File: src/rtl/assert_macros.svh
// Assertion macros shared by the RTL of the dual-lane hash.
// Every macro samples on the rising edge of clk and is disabled while rst_n is low.
`ifndef ASSERT_MACROS_SVH
`define ASSERT_MACROS_SVH

// Concurrent check that the property holds at every clock edge out of reset.
`define ASSERT_CLK(lbl, prop, msg) \
    lbl: assert property (@(posedge clk) disable iff (!rst_n) (prop)) else $error(msg);

// Concurrent check of an implication from a trigger to a consequence.
`define ASSERT_IMPL(lbl, trig, cons, msg) \
    lbl: assert property (@(posedge clk) disable iff (!rst_n) (trig) |-> (cons)) \
        else $error(msg);

`endif

File: src/rtl/dlf_pkg.sv
// Package for the dual-lane FNV-1a hash: field widths, lane constants and
// the control struct of the digest stage. No dependencies.
package dlf_pkg;

    localparam int BYTE_W = 8;
    localparam int LANE_W = 64;
    localparam int FOLD_SHIFT = 32;

    localparam logic [LANE_W-1:0] UPPER_BASIS = 64'd14695981039346656037;
    localparam logic [LANE_W-1:0] LOWER_BASIS = 64'd7809847782465536322;
    localparam logic [BYTE_W-1:0] LOWER_TWEAK = 8'hA5;

    // Control from the absorb stage to the digest output register.
    typedef struct packed {
        logic load;
        logic take;
    } dlf_out_ctrl_t;

endpackage

File: src/rtl/dlf_absorb.sv
// Combinational absorb of one byte into both hash lanes.
// Depends on dlf_pkg for widths and the lower-lane tweak.
module dlf_absorb import dlf_pkg::*;
(
    input  logic [BYTE_W-1:0] data_byte,
    input  logic [LANE_W-1:0] upper_lane,
    input  logic [LANE_W-1:0] lower_lane,
    output logic [LANE_W-1:0] upper_next,
    output logic [LANE_W-1:0] lower_next
);

    // Multiply by the FNV prime 2^40 + 2^8 + 0xB3 modulo 2^64 as shift-adds.
    function automatic logic [LANE_W-1:0] fnv_mul(input logic [LANE_W-1:0] x);
        logic [LANE_W-1:0] sum;
        begin
            sum = (x << 40) + (x << 8) + (x << 7) + (x << 5)
                + (x << 4) + (x << 1) + x;
            return sum;
        end
    endfunction

    logic [LANE_W-1:0] upper_mix;
    logic [LANE_W-1:0] lower_mix;
    logic [LANE_W-1:0] lower_prod;

    // Upper lane is plain FNV-1a.
    assign upper_mix  = upper_lane ^ {{(LANE_W-BYTE_W){1'b0}}, data_byte};
    assign upper_next = fnv_mul(upper_mix);

    // Lower lane takes the tweaked byte, then folds its top half into the bottom.
    assign lower_mix  = lower_lane ^ {{(LANE_W-BYTE_W){1'b0}}, data_byte ^ LOWER_TWEAK};
    assign lower_prod = fnv_mul(lower_mix);
    assign lower_next = lower_prod ^ {{FOLD_SHIFT{1'b0}}, lower_prod[LANE_W-1:FOLD_SHIFT]};

endmodule

File: config.mk
export PLATFORM = sky130hd
export DESIGN_NAME = dlf_absorb
export DESIGN_NICKNAME = d
export VERILOG_FILES = /design/src/rtl/assert_macros.svh /design/src/rtl/dlf_pkg.sv /design/src/rtl/dlf_absorb.sv
export SDC_FILE = /design/constraint.sdc
export NUM_CORES = 1
export LEC_CHECK = 0
export ABC_AREA = 1
export ABC_CLOCK_PERIOD_IN_PS = 11250
export BUFFER_PORTS_ARGS = -buffer_cell sky130_fd_sc_hd__buf_4
export CORE_ASPECT_RATIO = 0.6
export CORE_UTILIZATION = 50
export DETAILED_ROUTE_END_ITERATION = 7
export PLACE_DENSITY = 0.7
export SLEW_MARGIN = 10
export SYNTH_ARGS = -nofsm -noshare
export SYNTH_HDL_FRONTEND = slang
export SYNTH_SLANG_ARGS = --single-unit
File: constraint.sdc
create_clock -name vclk -period 11.25
set_clock_uncertainty 0.15 [all_clocks]
set_input_delay 1.125 -clock vclk [all_inputs]
set_output_delay 1.125 -clock vclk [all_outputs]
set_load 0.1 [all_outputs]
# After elaboration in Yosys (flattened, before gate mapping)
# Index checks and enable logic that the tools add are counted.
totals:
  reg_bits: 0
  out_inout_bits: 128
  elab_cells: 16
  inputBits: 136
op_classes:
  bitwise: 4
  addsub: 12
op_table:
  columns: ["op", "count"]
  rows:
  - ["$add 64x64->64", 12]
  - ["$xor 64x8->64", 2]
  - ["$xor 64x32->64", 1]
  - ["$not 4->4", 1]

# Logic depth before layout (Yosys ltp)
depth:
  depth_word: 9
  depth_mapped: 27
  depth_no_buf: 27

# Least setup slack after synthesis
# OpenSTA, ideal clock, no wires.
synth_timing:
  path_type: "input to output"
  startpoint: "in upper_lane[0]"
  endpoint: "out upper_next[36]"
  n_path_buf: 0
  arrival_ns: 6.510
  cell_stages: 19
  required_ns: 9.975
  slack_ns: 3.465
  path_cell_list: "or2_2 > nand2_1 > inv_1 > nand2_1 > nand2_1 > inv_1 > ha_1 > inv_1 > nand2_1 > fa_1 > fa_1 > ha_1 > ha_1 > nand2_1 > nor2_1 > a21oi_2 > o21ai_0 > a21oi_1 > xnor2_1"
synth_between:
  elab_chain_cells: 7
synth_lines:
  columns: ["element", "line", "rtl"]
  rows:
  - ["from (decl)", "dlf_absorb.sv:6", "input logic [LANE_W-1:0] upper_lane,"]
  - ["$xor 64x8->64 *", "dlf_absorb.sv:27", "assign upper_mix = upper_lane ^ {{(LANE_W-BYTE_W){1'b0}}, data_byte};"]
  - ["$add 64x64->64 (3 in series)", "dlf_absorb.sv:16", "sum = (x << 40) + (x << 8) + (x << 7) + (x << 5)"]
  - ["$add 64x64->64 (2 in series)", "dlf_absorb.sv:17", "+ (x << 4) + (x << 1) + x;"]
  - ["$add 64x64->64 *", "dlf_absorb.sv:17", null]
  - ["to (decl)", "dlf_absorb.sv:8", "output logic [LANE_W-1:0] upper_next,"]
# Mark *: on every way between the ends. The rest lies on a longest branch, timed or not.

# Worst setup path in the final report
layout_timing:
  startpoint: "in upper_lane[22]"
  endpoint: "out upper_next[27]"
layout_between:
  elab_chain_cells: 5
layout_lines:
  columns: ["element", "line"]
  rows:
  - ["$xor 64x8->64 *", "dlf_absorb.sv:27"]
  - ["$add 64x64->64", "dlf_absorb.sv:16"]
  - ["$add 64x64->64 (2 in series)", "dlf_absorb.sv:17"]
  - ["$add 64x64->64 *", "dlf_absorb.sv:17"]
# Marked as above.

==> out/metrics.yaml <==
status: "finished, violations left"
violations: "DRC"
initial_utilization_pct: 50.7
syn-num-nets: 4443
period_share_pct: 76.6
hold_path.class: "in2out"
routed_wl_um: 105000
fmax_ghz: 0.116
ctsResizeCount: 0
num_rows: 63
rsz0062_at_grt: "no"
grt_overflow: 0
wl_met1_um: 49100
top_layer: "met5"
wl_per_cell_um: 23.2
holdWs_ns: 2.88
grt_usage_pct: 41.4
seq_cell_count: 0
worstMarginPinSlew_ns: 1.16
drive_gt1_share_pct: 8.21
synth_cell_types: 28
vias: 24100
synth-compound-area-share_pct: 5.39
first_pass_iters: 8
crit_end: "upper_next[27]"
antenna_found_initial: 1
cp_data_arrival_time_ns: 7.35
grt_pass1_wl_um: 151000
ios: 264
core_sq_um: 49400
design_area_sq_um: 27900
muxShareOfSynthArea_pct: 0
path_class: "in2out"
grt_pass1_vias: 22300
place_area_sq_um: 27900
ant_nets: 0
portBuffers: 264
dp_cells: 4510
finalMaxSlewViolations: 0
die_w_um: 291
postSynthCellCount: 3595
grt_max_degree: 10
globalplace.congestion: 1.20
layoutNonFillerInstCount: 4515
cts_setup_buffers: 0
wl_met3_um: 20800
cp.required_ns: 9.98
synth_xor_xnor_area_share_pct: 4.64
crit_start: "upper_lane[22]"
areaGrowthSynthToFinish_pct: 11.3
dp_hpwl_um: 97400
regArea_sq_um: 0
die_area_sq_um: 51000
drt_iter0_drc: 3283
die_h_um: 175
synth.avg_cell_area_sq_um: 6.97
synth_largest_area_cell: "fa_1"
setup_violations: 0
synth_top_family_by_area: "adder cells"
cap_violations: 0
finalHoldViolCount: 0
drc: 7
yosys.area_share.simple_pct: 22.0
crit_fanout: 6
synth_area_leaders: "fa_1 39%, inv_1 18%, nand2_1 12%"
syn_area_sq_um: 25100
clkbuf_count: 0
start_kind: "primary input"
yosysTopAreaCellShare_pct: 39.3
holdBufCountCts: 0
fin_setup_tns_ns: 0
routed-wl-met2_um: 32900
slew_headroom_pct: 21.9
yosysSeqAreaShare_pct: 0
nets: 4710
yosysWarnings: 0
avgViaCountPerCell: 5.33
fin_crit_ns: 8.62
synth_fa_ha_area_share_pct: 50.3
critPathCaptureType: "output port"
## synthesized netlist by cell type, drive strengths merged
| library cell | count |
|---|---|
| a21o | 4 |
| a21oi | 143 |
| a31oi | 2 |
| and3 | 1 |
| fa | 492 |
| ha | 220 |
| inv | 1181 |
| nand2 | 833 |
| nand3 | 173 |
| nand3b | 9 |
| nand4 | 43 |
| nor2 | 248 |
| nor3 | 11 |
| nor4 | 4 |
| o21a | 2 |
| o21ai | 87 |
| o21bai | 18 |
| or2 | 3 |
| xnor2 | 41 |
| xnor3 | 2 |
| xor2 | 74 |
| xor3 | 4 |
## area by class of cell
type,instances,area (sq um)
Antenna cell,5,12.5
Fill cell,4969,21500
Inverter,1181,4430
Multi-Input combinational cell,2414,20600
Tap cell,650,813
Timing Repair Buffer,265,1990
## worst max-delay path, stage by stage
cell,delay (ns)
buf_4,0.15
inv_1,0.22
fa_1,0.58
inv_1,0.05
fa_1,0.53
inv_1,0.05
fa_1,0.47
inv_1,0.04
ha_1,0.34
ha_1,0.43
a21oi_1,0.81
o21ai_0,0.46
a21oi_1,0.34
nand3_1,0.45
xor2_1,0.84
buf_4,0.43
## kinds of logic (layout without fill, tap and decap cells)
family,after synthesis,after routing
and+or+nand+nor,1325,1325
buffers and inverters,1181,1446
adders and majority gates,712,712
AOI/OAI and AO/OA,256,256
xor gates and xnor gates,121,121
other,0,5
## routing by layer
metal | vias up | global-route usage (%)
li1 | 11000 | -
met1 | 11600 | 65.0
met2 | 1449 | 43.9
met3 | 64 | 28.0
met4 | 12 | 2.65
met5 | - | 11.2
## cell usage in the layout, fill, tap and decap left out
cell type / instances
nand2_2: 13
inv_1: 1181
a21oi_1: 141
a31oi_1: 2
xnor3_1: 2
nor4_1: 4
nand3_2: 13
xnor2_1: 40
o21ai_0: 87
or2_2: 3
buf_4: 265
diode_2: 5
o21a_1: 2
xnor2_2: 1
xor3_1: 4
xor2_2: 2
a21o_1: 4
nand3b_1: 9
and3_1: 1
nand3_1: 160
a21oi_2: 2
ha_1: 220
nand4_1: 43
nor2_2: 18
fa_1: 492
nor3_1: 11
xor2_1: 72
nor2_1: 230
o21bai_1: 18
nand2_1: 820
## worst min path at each step
stage	start	end	slack [ns]	cells after the start
floorplan	upper_lane[0]	upper_next[0]	2.82	3
global placement	upper_lane[63]	upper_next[63]	2.86	8
detailed placement	upper_lane[63]	upper_next[63]	2.87	8
CTS	upper_lane[63]	upper_next[63]	2.88	8
global route	upper_lane[63]	upper_next[63]	2.91	8
finish	upper_lane[63]	upper_next[63]	2.88	8
## metrics by stage
step                      util [%]  setup slack (ns)
after floorplan                  -              3.46
after global placement        56.4              3.05
after detailed placement      56.4              3.12
after CTS                     56.4              3.11
after global routing          56.4              2.66
final                         56.4              2.63
